**src/design/nlsu_pkg.sv**
```systemverilog
`timescale 1ns / 1ps

package nlsu_pkg;

	localparam int CH_W            = 8;
	localparam int KIND_W          = 3;
	localparam int ERR_W           = 4;
	localparam int VAL_W           = 64;
	localparam int LEN_W           = 16;
	localparam int TAIL_W          = 2;
	localparam int TDATA_W         = 88;
	localparam int VALUE_BITS_DEF  = 64;
	localparam int LENGTH_BITS_DEF = 16;
	localparam int FIFO_DEPTH      = 4;

	localparam int ERR_LSB  = 0;
	localparam int VAL_LSB  = ERR_LSB + ERR_W;
	localparam int LEN_LSB  = VAL_LSB + VAL_W;
	localparam int TAIL_LSB = LEN_LSB + LEN_W;
	localparam int PAD_LSB  = TAIL_LSB + TAIL_W;

	localparam logic [CH_W-1:0] CHR_0     = 8'h30;
	localparam logic [CH_W-1:0] CHR_1     = 8'h31;
	localparam logic [CH_W-1:0] CHR_9     = 8'h39;
	localparam logic [CH_W-1:0] CHR_A     = 8'h61;
	localparam logic [CH_W-1:0] CHR_F     = 8'h66;
	localparam logic [CH_W-1:0] CHR_Z     = 8'h7a;
	localparam logic [CH_W-1:0] CHR_X     = 8'h78;
	localparam logic [CH_W-1:0] CHR_B     = 8'h62;
	localparam logic [CH_W-1:0] CHR_E     = 8'h65;
	localparam logic [CH_W-1:0] CHR_DOT   = 8'h2e;
	localparam logic [CH_W-1:0] CHR_PLUS  = 8'h2b;
	localparam logic [CH_W-1:0] CHR_MINUS = 8'h2d;
	localparam logic [CH_W-1:0] CHR_UNDER = 8'h5f;
	localparam logic [CH_W-1:0] CASE_BIT  = 8'h20;
	localparam logic [CH_W-1:0] BYTE_MAX  = 8'hff;

	typedef enum logic [3:0] {
		PH_IDLE      = 4'd0,
		PH_DOT_FIRST = 4'd1,
		PH_ZERO      = 4'd2,
		PH_DEC       = 4'd3,
		PH_HEX_START = 4'd4,
		PH_HEX       = 4'd5,
		PH_BIN_START = 4'd6,
		PH_BIN       = 4'd7,
		PH_FRAC      = 4'd8,
		PH_DOT2      = 4'd9,
		PH_EXP_START = 4'd10,
		PH_EXP_SIGN  = 4'd11,
		PH_EXP       = 4'd12
	} phase_t;

	typedef enum logic [KIND_W-1:0] {
		KIND_INT   = 3'd0,
		KIND_FLOAT = 3'd1,
		KIND_BYTE  = 3'd2,
		KIND_NAN   = 3'd3,
		KIND_ERR   = 3'd4
	} kind_t;

	typedef enum logic [ERR_W-1:0] {
		ERR_NONE     = 4'd0,
		ERR_EXPONENT = 4'd1,
		ERR_DOUBLE   = 4'd2,
		ERR_IDENT    = 4'd3,
		ERR_HEX_DIG  = 4'd4,
		ERR_HEX_DOT  = 4'd5,
		ERR_BIN_DIG  = 4'd6,
		ERR_BIN_DOT  = 4'd7,
		ERR_OVERFLOW = 4'd8
	} err_t;

	typedef struct packed {
		logic       is_end;
		logic       is_dig;
		logic       is_idt;
		logic       is_hex;
		logic [3:0] hex_val;
		logic       is_bin;
		logic       is_zero;
		logic       is_dot;
		logic       is_x;
		logic       is_b;
		logic       is_e;
		logic       is_sign;
	} cls_t;

endpackage

```
**src/design/nlsu_front.sv**
```systemverilog
`timescale 1ns / 1ps

module nlsu_front (
	input  logic                         clk,
	input  logic                         arst_n,
	input  logic                         in_valid,
	output logic                         in_ready,
	input  logic [nlsu_pkg::CH_W-1:0]    in_ch,
	input  logic                         in_end,
	output logic                         out_valid,
	input  logic                         out_ready,
	output nlsu_pkg::cls_t               out_cls
);

	logic                      valid_s1;
	nlsu_pkg::cls_t            cls_s1;
	nlsu_pkg::cls_t            cls;
	logic [nlsu_pkg::CH_W-1:0] lc;
	logic                      alpha;
	logic                      hexlet;

	always_comb begin
		lc          = in_ch | nlsu_pkg::CASE_BIT;
		alpha       = !in_end && lc >= nlsu_pkg::CHR_A && lc <= nlsu_pkg::CHR_Z;
		hexlet      = !in_end && lc >= nlsu_pkg::CHR_A && lc <= nlsu_pkg::CHR_F;
		cls.is_end  = in_end;
		cls.is_dig  = !in_end && in_ch >= nlsu_pkg::CHR_0 && in_ch <= nlsu_pkg::CHR_9;
		cls.is_idt  = alpha || (!in_end && in_ch == nlsu_pkg::CHR_UNDER);
		cls.is_hex  = cls.is_dig || hexlet;
		cls.hex_val = hexlet ? 4'(in_ch[3:0] + 4'd9) : in_ch[3:0];
		cls.is_bin  = !in_end && (in_ch == nlsu_pkg::CHR_0 || in_ch == nlsu_pkg::CHR_1);
		cls.is_zero = !in_end && in_ch == nlsu_pkg::CHR_0;
		cls.is_dot  = !in_end && in_ch == nlsu_pkg::CHR_DOT;
		cls.is_x    = !in_end && lc == nlsu_pkg::CHR_X;
		cls.is_b    = !in_end && lc == nlsu_pkg::CHR_B;
		cls.is_e    = !in_end && lc == nlsu_pkg::CHR_E;
		cls.is_sign = !in_end && (in_ch == nlsu_pkg::CHR_PLUS || in_ch == nlsu_pkg::CHR_MINUS);
	end

	assign in_ready  = !valid_s1 || out_ready;
	assign out_valid = valid_s1;
	assign out_cls   = cls_s1;

	always_ff @(posedge clk or negedge arst_n) begin
		if (!arst_n) begin
			valid_s1 <= 1'b0;
		end else if (in_ready) begin
			valid_s1 <= in_valid;
		end
	end

	always_ff @(posedge clk) begin
		if (in_ready && in_valid) begin
			cls_s1 <= cls;
		end
	end

endmodule

```
**src/design/nlsu_fifo.sv**
```systemverilog
`timescale 1ns / 1ps

module nlsu_fifo #(
	parameter int DEPTH = nlsu_pkg::FIFO_DEPTH
) (
	input  logic           clk,
	input  logic           arst_n,
	input  logic           wr_valid,
	output logic           wr_ready,
	input  nlsu_pkg::cls_t wr_data,
	output logic           rd_valid,
	input  logic           rd_ready,
	output nlsu_pkg::cls_t rd_data
);

	localparam int PW = (DEPTH > 1) ? $clog2(DEPTH) : 1;
	localparam int CW = $clog2(DEPTH + 1);

	nlsu_pkg::cls_t mem_q [DEPTH];
	logic [PW-1:0]  wr_ptr_q;
	logic [PW-1:0]  rd_ptr_q;
	logic [CW-1:0]  count_q;
	logic           push;
	logic           pop;

	assign wr_ready = count_q != CW'(DEPTH);
	assign rd_valid = count_q != '0;
	assign rd_data  = mem_q[rd_ptr_q];
	assign push     = wr_valid && wr_ready;
	assign pop      = rd_valid && rd_ready;

	always_ff @(posedge clk or negedge arst_n) begin
		if (!arst_n) begin
			wr_ptr_q <= '0;
			rd_ptr_q <= '0;
			count_q  <= '0;
		end else begin
			if (push) begin
				wr_ptr_q <= (wr_ptr_q == PW'(DEPTH - 1)) ? '0 : wr_ptr_q + 1'b1;
			end
			if (pop) begin
				rd_ptr_q <= (rd_ptr_q == PW'(DEPTH - 1)) ? '0 : rd_ptr_q + 1'b1;
			end
			if (push && !pop) begin
				count_q <= count_q + 1'b1;
			end else if (pop && !push) begin
				count_q <= count_q - 1'b1;
			end
		end
	end

	always_ff @(posedge clk) begin
		if (push) begin
			mem_q[wr_ptr_q] <= wr_data;
		end
	end

endmodule

```
**src/design/nlsu_back.sv**
```systemverilog
`timescale 1ns / 1ps

module nlsu_back #(
	parameter int VALUE_BITS  = nlsu_pkg::VALUE_BITS_DEF,
	parameter int LENGTH_BITS = nlsu_pkg::LENGTH_BITS_DEF
) (
	input  logic                             clk,
	input  logic                             arst_n,
	input  logic                             in_valid,
	output logic                             in_ready,
	input  nlsu_pkg::cls_t                   in_cls,
	output logic                             out_valid,
	input  logic                             out_ready,
	output nlsu_pkg::kind_t                  out_kind,
	output nlsu_pkg::err_t                   out_err,
	output logic signed [nlsu_pkg::VAL_W-1:0] out_value,
	output logic [nlsu_pkg::LEN_W-1:0]       out_len,
	output logic [nlsu_pkg::TAIL_W-1:0]      out_tail
);

	localparam int ACC_W = VALUE_BITS + 4;
	localparam int LX_W  = (LENGTH_BITS > nlsu_pkg::LEN_W) ? LENGTH_BITS : nlsu_pkg::LEN_W;

	nlsu_pkg::phase_t          phase_q, phase_n;
	logic                      dot_q, dot_n;
	logic [VALUE_BITS-1:0]     acc_q, acc_n;
	logic                      ovf_q, ovf_n;
	logic [LENGTH_BITS-1:0]    cnt_q, cnt_n;

	logic                      out_valid_q;
	nlsu_pkg::kind_t           kind_q;
	nlsu_pkg::err_t            err_q;
	logic signed [nlsu_pkg::VAL_W-1:0] value_q;
	logic [nlsu_pkg::LEN_W-1:0]  len_q;
	logic [nlsu_pkg::TAIL_W-1:0] tail_q;

	logic                      pop;
	logic                      emit;
	nlsu_pkg::kind_t           e_kind;
	nlsu_pkg::err_t            e_err;
	logic [VALUE_BITS-1:0]     e_val;
	logic [nlsu_pkg::TAIL_W-1:0] e_tail;
	logic [LENGTH_BITS-1:0]    e_cnt;
	logic [nlsu_pkg::TAIL_W-1:0] t;
	logic [LENGTH_BITS-1:0]    cnt_inc;
	logic [ACC_W-1:0]          acc10;
	logic                      dec_ovf;
	logic [VALUE_BITS-1:0]     byte_val;
	logic signed [nlsu_pkg::VAL_W-1:0] val_ext;
	logic [LX_W-1:0]           len_ext;

	assign in_ready  = !emit || !out_valid_q || out_ready;
	assign pop       = in_valid && in_ready;
	assign out_valid = out_valid_q;
	assign out_kind  = kind_q;
	assign out_err   = err_q;
	assign out_value = value_q;
	assign out_len   = len_q;
	assign out_tail  = tail_q;

	always_comb begin
		t        = in_cls.is_end ? 2'd0 : 2'd1;
		cnt_inc  = (cnt_q == '1) ? cnt_q : cnt_q + 1'b1;
		acc10    = (ACC_W'(acc_q) << 3) + (ACC_W'(acc_q) << 1) + ACC_W'(in_cls.hex_val);
		dec_ovf  = |acc10[ACC_W-1:VALUE_BITS-1];
		byte_val = (acc_q > VALUE_BITS'(nlsu_pkg::BYTE_MAX)) ?
			VALUE_BITS'(nlsu_pkg::BYTE_MAX) : acc_q;

		phase_n = phase_q;
		dot_n   = dot_q;
		acc_n   = acc_q;
		ovf_n   = ovf_q;
		cnt_n   = cnt_q;
		emit    = 1'b0;
		e_kind  = nlsu_pkg::KIND_INT;
		e_err   = nlsu_pkg::ERR_NONE;
		e_val   = '0;
		e_tail  = t;
		e_cnt   = cnt_q;

		unique case (phase_q)
			nlsu_pkg::PH_DOT_FIRST: begin
				if (in_cls.is_dig) begin
					phase_n = nlsu_pkg::PH_FRAC;
					dot_n   = 1'b1;
					cnt_n   = cnt_inc;
				end else begin
					emit   = 1'b1;
					e_kind = nlsu_pkg::KIND_NAN;
					e_tail = 2'd1 + t;
				end
			end
			nlsu_pkg::PH_ZERO, nlsu_pkg::PH_DEC: begin
				if (phase_q == nlsu_pkg::PH_ZERO && in_cls.is_x) begin
					phase_n = nlsu_pkg::PH_HEX_START;
					cnt_n   = cnt_inc;
				end else if (phase_q == nlsu_pkg::PH_ZERO && in_cls.is_b) begin
					phase_n = nlsu_pkg::PH_BIN_START;
					cnt_n   = cnt_inc;
				end else begin
					phase_n = nlsu_pkg::PH_DEC;
					if (in_cls.is_dig) begin
						if (!ovf_q) begin
							if (dec_ovf) begin
								ovf_n = 1'b1;
							end else begin
								acc_n = acc10[VALUE_BITS-1:0];
							end
						end
						cnt_n = cnt_inc;
					end else if (in_cls.is_dot) begin
						phase_n = nlsu_pkg::PH_FRAC;
						dot_n   = 1'b1;
						cnt_n   = cnt_inc;
					end else if (in_cls.is_e) begin
						phase_n = nlsu_pkg::PH_EXP_START;
						dot_n   = 1'b0;
						cnt_n   = cnt_inc;
					end else if (in_cls.is_b) begin
						emit = 1'b1;
						if (ovf_q) begin
							e_kind = nlsu_pkg::KIND_ERR;
							e_err  = nlsu_pkg::ERR_OVERFLOW;
							e_tail = 2'd1;
						end else begin
							e_kind = nlsu_pkg::KIND_BYTE;
							e_val  = byte_val;
							e_cnt  = cnt_inc;
							e_tail = 2'd0;
						end
					end else if (in_cls.is_idt) begin
						emit   = 1'b1;
						e_kind = nlsu_pkg::KIND_ERR;
						e_err  = nlsu_pkg::ERR_IDENT;
						e_tail = 2'd1;
					end else if (ovf_q) begin
						emit   = 1'b1;
						e_kind = nlsu_pkg::KIND_ERR;
						e_err  = nlsu_pkg::ERR_OVERFLOW;
					end else begin
						emit  = 1'b1;
						e_val = acc_q;
					end
				end
			end
			nlsu_pkg::PH_HEX_START, nlsu_pkg::PH_HEX: begin
				if (in_cls.is_hex) begin
					acc_n   = {acc_q[VALUE_BITS-5:0], in_cls.hex_val};
					phase_n = nlsu_pkg::PH_HEX;
					cnt_n   = cnt_inc;
				end else begin
					emit = 1'b1;
					if (phase_q == nlsu_pkg::PH_HEX_START) begin
						e_kind = nlsu_pkg::KIND_ERR;
						e_err  = nlsu_pkg::ERR_HEX_DIG;
					end else if (in_cls.is_dot) begin
						e_kind = nlsu_pkg::KIND_ERR;
						e_err  = nlsu_pkg::ERR_HEX_DOT;
						e_tail = 2'd1;
					end else if (in_cls.is_idt) begin
						e_kind = nlsu_pkg::KIND_ERR;
						e_err  = nlsu_pkg::ERR_IDENT;
						e_tail = 2'd1;
					end else begin
						e_val = acc_q;
					end
				end
			end
			nlsu_pkg::PH_BIN_START, nlsu_pkg::PH_BIN: begin
				if (in_cls.is_bin) begin
					acc_n   = {acc_q[VALUE_BITS-2:0], in_cls.hex_val[0]};
					phase_n = nlsu_pkg::PH_BIN;
					cnt_n   = cnt_inc;
				end else begin
					emit = 1'b1;
					if (phase_q == nlsu_pkg::PH_BIN_START) begin
						e_kind = nlsu_pkg::KIND_ERR;
						e_err  = nlsu_pkg::ERR_BIN_DIG;
					end else if (in_cls.is_dot) begin
						e_kind = nlsu_pkg::KIND_ERR;
						e_err  = nlsu_pkg::ERR_BIN_DOT;
						e_tail = 2'd1;
					end else if (in_cls.is_idt) begin
						e_kind = nlsu_pkg::KIND_ERR;
						e_err  = nlsu_pkg::ERR_IDENT;
						e_tail = 2'd1;
					end else begin
						e_val = acc_q;
					end
				end
			end
			nlsu_pkg::PH_FRAC, nlsu_pkg::PH_EXP: begin
				if (in_cls.is_dig) begin
					cnt_n = cnt_inc;
				end else if (phase_q == nlsu_pkg::PH_FRAC && in_cls.is_e) begin
					phase_n = nlsu_pkg::PH_EXP_START;
					cnt_n   = cnt_inc;
				end else if (in_cls.is_dot && dot_q) begin
					phase_n = nlsu_pkg::PH_DOT2;
				end else if (in_cls.is_idt) begin
					emit   = 1'b1;
					e_kind = nlsu_pkg::KIND_ERR;
					e_err  = nlsu_pkg::ERR_IDENT;
					e_tail = 2'd1;
				end else begin
					emit   = 1'b1;
					e_kind = nlsu_pkg::KIND_FLOAT;
				end
			end
			nlsu_pkg::PH_DOT2: begin
				emit = 1'b1;
				if (in_cls.is_dig) begin
					e_kind = nlsu_pkg::KIND_ERR;
					e_err  = nlsu_pkg::ERR_DOUBLE;
					e_tail = 2'd2;
				end else begin
					e_kind = nlsu_pkg::KIND_FLOAT;
					e_tail = 2'd1 + t;
				end
			end
			nlsu_pkg::PH_EXP_START, nlsu_pkg::PH_EXP_SIGN: begin
				if (phase_q == nlsu_pkg::PH_EXP_START && in_cls.is_sign) begin
					phase_n = nlsu_pkg::PH_EXP_SIGN;
					cnt_n   = cnt_inc;
				end else if (in_cls.is_dig) begin
					phase_n = nlsu_pkg::PH_EXP;
					cnt_n   = cnt_inc;
				end else begin
					emit   = 1'b1;
					e_kind = nlsu_pkg::KIND_ERR;
					e_err  = nlsu_pkg::ERR_EXPONENT;
				end
			end
			default: begin
				phase_n = nlsu_pkg::PH_IDLE;
				dot_n   = 1'b0;
				acc_n   = '0;
				ovf_n   = 1'b0;
				cnt_n   = '0;
				if (in_cls.is_end) begin
					phase_n = nlsu_pkg::PH_IDLE;
				end else if (in_cls.is_dot) begin
					phase_n = nlsu_pkg::PH_DOT_FIRST;
					cnt_n   = LENGTH_BITS'(1);
				end else if (in_cls.is_zero) begin
					phase_n = nlsu_pkg::PH_ZERO;
					cnt_n   = LENGTH_BITS'(1);
				end else if (in_cls.is_dig) begin
					phase_n = nlsu_pkg::PH_DEC;
					acc_n   = VALUE_BITS'(in_cls.hex_val);
					cnt_n   = LENGTH_BITS'(1);
				end else begin
					emit   = 1'b1;
					e_kind = nlsu_pkg::KIND_NAN;
					e_tail = 2'd1;
				end
			end
		endcase

		if (emit) begin
			phase_n = nlsu_pkg::PH_IDLE;
			dot_n   = 1'b0;
			acc_n   = '0;
			ovf_n   = 1'b0;
			cnt_n   = '0;
		end

		val_ext = nlsu_pkg::VAL_W'(signed'(e_val));
		if (e_kind != nlsu_pkg::KIND_INT && e_kind != nlsu_pkg::KIND_BYTE) begin
			val_ext = '0;
		end
		len_ext = LX_W'(e_cnt);
		if (e_kind == nlsu_pkg::KIND_NAN) begin
			len_ext = '0;
		end
	end

	always_ff @(posedge clk or negedge arst_n) begin
		if (!arst_n) begin
			phase_q     <= nlsu_pkg::PH_IDLE;
			dot_q       <= 1'b0;
			acc_q       <= '0;
			ovf_q       <= 1'b0;
			cnt_q       <= '0;
			out_valid_q <= 1'b0;
		end else begin
			if (pop) begin
				phase_q <= phase_n;
				dot_q   <= dot_n;
				acc_q   <= acc_n;
				ovf_q   <= ovf_n;
				cnt_q   <= cnt_n;
			end
			if (pop && emit) begin
				out_valid_q <= 1'b1;
			end else if (out_ready) begin
				out_valid_q <= 1'b0;
			end
		end
	end

	always_ff @(posedge clk) begin
		if (pop && emit) begin
			kind_q  <= e_kind;
			err_q   <= e_err;
			value_q <= val_ext;
			len_q   <= len_ext[nlsu_pkg::LEN_W-1:0];
			tail_q  <= e_tail;
		end
	end

endmodule

```
**src/design/number_literal_scanner_unit.sv**
```systemverilog
`timescale 1ns / 1ps

// Number literal scanner: one character word per cycle on the s_ side, one result word per
// finished token on the m_ side. Each accepted character passes a classify register, a
// four-entry queue and the scanner, so the sustained rate is one character per clock while
// s_tready is high; a result word is presented from an output register once the character
// ending the token has passed the classify register and the queue, and waits there while the
// next token keeps scanning. An output stall holds the scanner only at the next character that
// ends a token; the queue then fills and s_tready drops. tail_returned tells how many of the
// last characters sent belong to the next token and must be sent again.
module number_literal_scanner_unit #(
	parameter int VALUE_BITS  = nlsu_pkg::VALUE_BITS_DEF,
	parameter int LENGTH_BITS = nlsu_pkg::LENGTH_BITS_DEF
) (
	input  logic                           clk,
	input  logic                           arst_n,
	input  logic                           s_tvalid,
	output logic                           s_tready,
	input  logic [nlsu_pkg::CH_W-1:0]      s_tdata,  // [7:0] ch
	input  logic                           s_tuser,  // [0] end_of_text
	output logic                           m_tvalid,
	input  logic                           m_tready,
	output logic [nlsu_pkg::TDATA_W-1:0]   m_tdata,  // [3:0] error_code, [67:4] value,
	                                                 // [83:68] token_length,
	                                                 // [85:84] tail_returned, [87:86] zero
	output logic [nlsu_pkg::KIND_W-1:0]    m_tuser   // [2:0] kind
);

	logic                                 fr_valid;
	logic                                 fr_ready;
	nlsu_pkg::cls_t                       fr_cls;
	logic                                 q_valid;
	logic                                 q_ready;
	nlsu_pkg::cls_t                       q_cls;
	nlsu_pkg::kind_t                      kind;
	nlsu_pkg::err_t                       err;
	logic signed [nlsu_pkg::VAL_W-1:0]    value;
	logic [nlsu_pkg::LEN_W-1:0]           len;
	logic [nlsu_pkg::TAIL_W-1:0]          tail;

	nlsu_front u_front (
		.clk       (clk),
		.arst_n    (arst_n),
		.in_valid  (s_tvalid),
		.in_ready  (s_tready),
		.in_ch     (s_tdata),
		.in_end    (s_tuser),
		.out_valid (fr_valid),
		.out_ready (fr_ready),
		.out_cls   (fr_cls)
	);

	nlsu_fifo #(
		.DEPTH (nlsu_pkg::FIFO_DEPTH)
	) u_fifo (
		.clk      (clk),
		.arst_n   (arst_n),
		.wr_valid (fr_valid),
		.wr_ready (fr_ready),
		.wr_data  (fr_cls),
		.rd_valid (q_valid),
		.rd_ready (q_ready),
		.rd_data  (q_cls)
	);

	nlsu_back #(
		.VALUE_BITS  (VALUE_BITS),
		.LENGTH_BITS (LENGTH_BITS)
	) u_back (
		.clk       (clk),
		.arst_n    (arst_n),
		.in_valid  (q_valid),
		.in_ready  (q_ready),
		.in_cls    (q_cls),
		.out_valid (m_tvalid),
		.out_ready (m_tready),
		.out_kind  (kind),
		.out_err   (err),
		.out_value (value),
		.out_len   (len),
		.out_tail  (tail)
	);

	assign m_tuser = kind;
	assign m_tdata = {2'b00, tail, len, value, err};

	a_nan_len : assert property (@(posedge clk) disable iff (!arst_n)
		m_tvalid && kind == nlsu_pkg::KIND_NAN |-> len == '0)
		else $error("not-a-number result with nonzero length");

	a_val_zero : assert property (@(posedge clk) disable iff (!arst_n)
		m_tvalid && kind != nlsu_pkg::KIND_INT && kind != nlsu_pkg::KIND_BYTE |-> value == '0)
		else $error("value nonzero for float, error or not-a-number");

	a_err_kind : assert property (@(posedge clk) disable iff (!arst_n)
		m_tvalid |-> (kind == nlsu_pkg::KIND_ERR) == (err != nlsu_pkg::ERR_NONE))
		else $error("error code disagrees with kind");

	a_tail : assert property (@(posedge clk) disable iff (!arst_n)
		m_tvalid |-> tail != 2'd3)
		else $error("tail count out of range");

endmodule
```
**config.mk**
```make
export PLATFORM = sky130hd
export DESIGN_NAME = number_literal_scanner_unit
export DESIGN_NICKNAME = d
export VERILOG_FILES = /design/src/design/nlsu_pkg.sv /design/src/design/nlsu_front.sv /design/src/design/nlsu_fifo.sv /design/src/design/nlsu_back.sv /design/src/design/number_literal_scanner_unit.sv
export SDC_FILE = /design/constraint.sdc
export NUM_CORES = 1
export LEC_CHECK = 0
export ABC_AREA = 1
export BUFFER_PORTS_ARGS = -buffer_cell sky130_fd_sc_hd__clkbuf_2
export CAP_MARGIN = 30
export CORE_MARGIN = 8
export CORE_UTILIZATION = 63
export CTS_BUF_LIST = sky130_fd_sc_hd__clkbuf_16
export DETAILED_ROUTE_END_ITERATION = 10
export PLACE_DENSITY = 0.78
export SLEW_MARGIN = 20
export SYNTH_ARGS = -nofsm -noshare
export SYNTH_HDL_FRONTEND = slang
export SYNTH_SLANG_ARGS = --single-unit
```
**constraint.sdc**
```tcl
create_clock -name clk -period 5.1 [get_ports clk]
set_input_delay 1.53 -clock clk [delete_from_list [all_inputs] [get_ports clk]]
set_output_delay 1.53 -clock clk [all_outputs]
set_load 0.05 [all_outputs]
```
==> flow_results.org <==
** Outcome
- Outcome :: complete, no violations

** Drt
- For this run, design rule violations remaining after detail routing come to 0.
- DRT Wirelength :: approximately 59 mm
- After detailed routing, the wire length on met1 is 24.0 mm.
- Via count :: 18,800
- Dividing the detail-routed wire length by the instance count gives around 18 µm.
- Wire segments on met3 add up to 4.38 mm in the final route.
- Once detail routing completed, the nets flagged for antenna violations numbered 0.
- The highest metal layer carrying signal wires in the routed design is met4.
- After the first detailed-routing iteration, the DRC count stood at 1,700.
- Number of detailed-route iterations in the first pass :: 6
- Routed met2 length :: 27.9 mm
- Dividing the detail-routed via count by the number of cells gives 5.85.

** Die
- For this design the top-level I/O count stands at 106.
- Die width :: 192 µm
- DIE AREA :: 36,700 µm²
- Height of the die :: approximately 190 µm
- Core footprint :: 30,400 µm²
- For this configuration, the core starts out at a cell density of 0.638.
- The floorplan has 64 rows.

** Clocking
- Number of buffers inserted to repair setup after CTS :: 0
- Clock-pin slew was measured on the worst setup and hold paths at 0.06 ns.
- Buffers inserted to repair hold after CTS numbered 0.
- Number of buffers added by the clock tree synthesis step :: 27
- Clock tree synthesis found a total of around 260 sinks.
- Counting along the longest clock path gives a buffer depth of 3.
- Clock root buffer master :: clkbuf_16
- Clock tree from TritonCTS :: yes
- Clock latency on the worst-skew pair, taken at its later pin, is roughly 0.57 ns.
- Post-cts sizing count :: 0
- Depth of the CTS H-tree :: 1

** Global route
- Via count of the first global-routing pass :: 18,200
- Total track usage :: 0.317
- The first global-routing pass estimated between 90 and 100 mm of wire.
- Residual overflow from global routing :: 0
- Largest net degree at the start of global routing :: 57
- The number of antenna violations at the first check in global routing is 0.

** Setup path
- Data arrives at the worst endpoint at 4.93 ns.
- In this run the worst path has a maximum fanout of 34.
- The worst setup path is launched from a flop.
- Required arrival time at the worst endpoint :: 5.59 ns
- Register-to-register setup slack :: ~0.67 ns
- The worst setup path is captured at a flop.
- The worst setup path is of the flop to flop kind.

** STA
- Final number of max-transition violations :: 0
- In the final timing run, aggregate negative setup slack is 0 ns.
- Hold Vio Cnt, Final :: 0
- Portion of the clock cycle consumed by the worst path in the final layout :: 0.869
- Derived from the worst setup path, the maximum achievable clock frequency is 226 MHz.
- Setup repair after global routing left no endpoint under its margin.
- Slew at the pin with the worst max-slew slack :: 1.03 ns
- Setup violations remaining at the end of the flow were counted as 0.
- In this run the tightest slew margin relative to its limit is 0.307.
- Final critical delay including setup and external delays :: 4.43 ns
- The clock arrives with 0.0211 ns of skew.

** Logic synthesis
- Counting distinct cell types in the post-synthesis netlist gives 51.
- Counting instances in the post-synthesis netlist gives the leading cell types as nand2_1 (821), inv_1 (422), nor2_1 (249), nand3_1 (189), edfxtp_1 (164).
- The synthesized netlist occupies a cell area of slightly below 20,000 µm².
- Yosys instantiated no cell more often than nand2_1.
- Cell type contributing the most total cell area after synthesis :: edfxtp_1
- Synth Area per Inst :: 7.16 µm²
- Mux share of post-synthesis cell area :: 0
- Of all flip-flops after synthesis, the portion carrying an async set or reset was 0.367.
- After synthesis, the largest family of logic cells by area is simple AND/OR/NAND/NOR gates.
- Fraction of synthesized cell area in xor and xnor cells :: 0.00677
- Cells taking the most area after synthesis :: edfxtp_1 (25%), nand2_1 (16%), dfrtp_1 (12%)
- Gate Count Post-Synth :: 2,712
- EDFF count, synth :: 164
- For this run, the leading register cell type out of synthesis is edfxtp_1.
- Adder-Cell Fraction of Synth Area :: 0.0953
- Synthesized-area fraction occupied by ao, oa, aoi and oai cells :: 0.119
- The share of the Yosys chip area taken by registers is 0.376.
- Synthesis warning total :: 0
- The synthesized design contains 259 register bits.
- Post-synthesis share of cell area spent on and, or, nand and nor gates :: 0.298
- The share of synthesized area in the top cell type comes to 0.254.

** Placement
- Final RePlAce weighted congestion :: 1.04
- Detailed placer's ending HPWL :: 44.3 mm
- Placed instance area :: 20,200 µm²
- Input/output buffers :: around 100

** Layout
- Antenna diodes :: 0
- From synthesis to final layout, the design area changed by 8.63%.
- Fraction of final layout cells sized beyond drive strength 1 :: 0.0770
- After the last flow step, the layout net total stands at 2,958.
- The finished cells cover 21,100 µm².
- Number of filler instances in the final layout :: approximately 2,600

** Pwr
- The analysis attributes to cell leakage a power of 10.7 nW.
- Power per Cell Area :: around 490 nW/µm²
- VDD IR-drop max :: 0.725 mV

** Job
- Across the run, the number of max-cap violations was 0.

** Min path
- In this run the worst hold path is classified as flop to flop.
-- cells in the final DEF (no fill, tap or decap), drive strengths merged, types with 2 or more instances in the layout --
| master | instances |
|---|---|
| o2111ai | 3 |
| a211oi | 3 |
| inv | 445 |
| xor2 | 9 |
| conb | 2 |
| dfrtp | 95 |
| o21bai | 17 |
| edfxtp | 164 |
| buf | 24 |
| a31oi | 6 |
| o211ai | 11 |
| nand3b | 19 |
| a21oi | 156 |
| ha | 143 |
| a22oi | 49 |
| o311ai | 2 |
| or2 | 11 |
| clkbuf | 129 |
| nand3 | 191 |
| o21ai | 112 |
| o31ai | 3 |
| nand4 | 25 |
| nor3 | 24 |
| o221ai | 5 |
| clkinv | 13 |
| o22ai | 20 |
| nand2 | 832 |
| nor4 | 24 |
| xnor2 | 6 |
| a32o | 3 |
| a221oi | 3 |
| nor2 | 257 |
| fa | 3 |
-- registers in the layout (all words and copies together) (netlist names), 2 cells and up --
name and cells:
u_back.out_value 64, u_back.out_tail 2, u_fifo.rd_ptr_q 2, u_front.out_cls 15
u_fifo.wr_ptr_q 2, u_back.out_err 4, u_back.out_len 16, u_fifo.count_q 3
u_back.cnt_q 16, u_back.phase_q 4, u_back.out_kind 3, u_back.acc_q 64
u_fifo.mem_q 60
-- layer usage --
| layer | track usage | vias to the layer above |
|---|---|---|
| li1 | - | 9064 |
| met1 | 0.397 | 8743 |
| met2 | 0.543 | 830 |
| met3 | 0.0438 | 159 |
| met4 | 0.131 | 0 |
| met5 | 0 | - |
-- layout make-up --
class	instances	area (µm²)	share of cell area
clock buffer	27	676	0.0320
inverter	438	1650	0.0781
sequential	259	7300	0.346
tap	396	495	0.0235
clock inverter	21	145	0.00688
timing repair buffer	126	713	0.0338
multi-input combinational	1947	10100	0.479
-- where the power goes --
part,total (mW),internal [mW],switching (mW)
clock network,1.86,1.02,0.847
logic,5.08,1.00,4.07
registers,3.29,3.03,0.261
total,10.2,5.05,5.18
-- worst paths after layout --
check	from	to	cells after the start
worst max-delay path	u_fifo.rd_ptr_q[1]$_DFFE_PN0P_	u_back.acc_q[45]$_DFFE_PN0P_	23
worst min-delay path	u_front.out_cls[11]$_DFFE_PP_	u_fifo.mem_q[1][11]$_DFFE_PP_	0
worst max register to register	u_fifo.rd_ptr_q[1]$_DFFE_PN0P_	u_back.acc_q[45]$_DFFE_PN0P_	23
worst min register to register	u_front.out_cls[11]$_DFFE_PP_	u_fifo.mem_q[1][11]$_DFFE_PP_	0
max in group asynchronous	arst_n	u_back.cnt_q[5]$_DFFE_PN0P_	2
min in group asynchronous	arst_n	u_back.acc_q[18]$_DFFE_PN0P_	1
-- worst max-delay path, stage by stage, from the launching register on --
cell and delay (ns):
dfrtp_1 0.68, inv_2 0.28, nand3_1 0.17, nand2_1 0.08
fa_1 0.49, fa_1 0.47, inv_1 0.12, nand2_1 0.08
nand2_1 0.07, nand3_1 0.06, nand2_1 0.14, nand2_1 0.07
nand2_1 0.19, nand2_1 0.08, nand2_1 0.18, nand2_1 0.10
nand3_1 0.08, nand2_1 0.09, nor2_1 0.10, nand3_1 0.10
nand2_2 0.09, buf_4 0.36, nand3_1 0.16, nand2_1 0.11
-- logic make-up (layout without fill, tap and decap cells) --
family | Yosys count | count (layout)
compound gates | 398 | 398
xor+xnor | 15 | 15
fa+ha+maj | 146 | 146
buf+inv | 507 | 612
flops | 259 | 259
other cells | 1 | 2
simple gates | 1386 | 1386
-- metrics by stage --
| stage | instances | hold slack [ns] | utilization | total power [mW] | worst slack, ns |
|---|---|---|---|---|---|
| 6_report | 3214 | 0.493 | 0.693 | 10.2 | 0.666 |
| 3_5_place_dp | 3165 | 0.483 | 0.665 | 8.34 | 0.842 |
| 2_1_floorplan | 2713 | 0.442 | - | 7.09 | 0.997 |
| 4_1_cts | 3213 | 0.496 | 0.692 | 10.2 | 0.773 |
| 5_1_grt | 3214 | 0.506 | 0.693 | 10.7 | 0.386 |
| 3_3_place_gp | 3164 | 0.467 | 0.665 | 8.22 | 0.899 |
No activity file was read; power rests on OpenSTA's default activity.
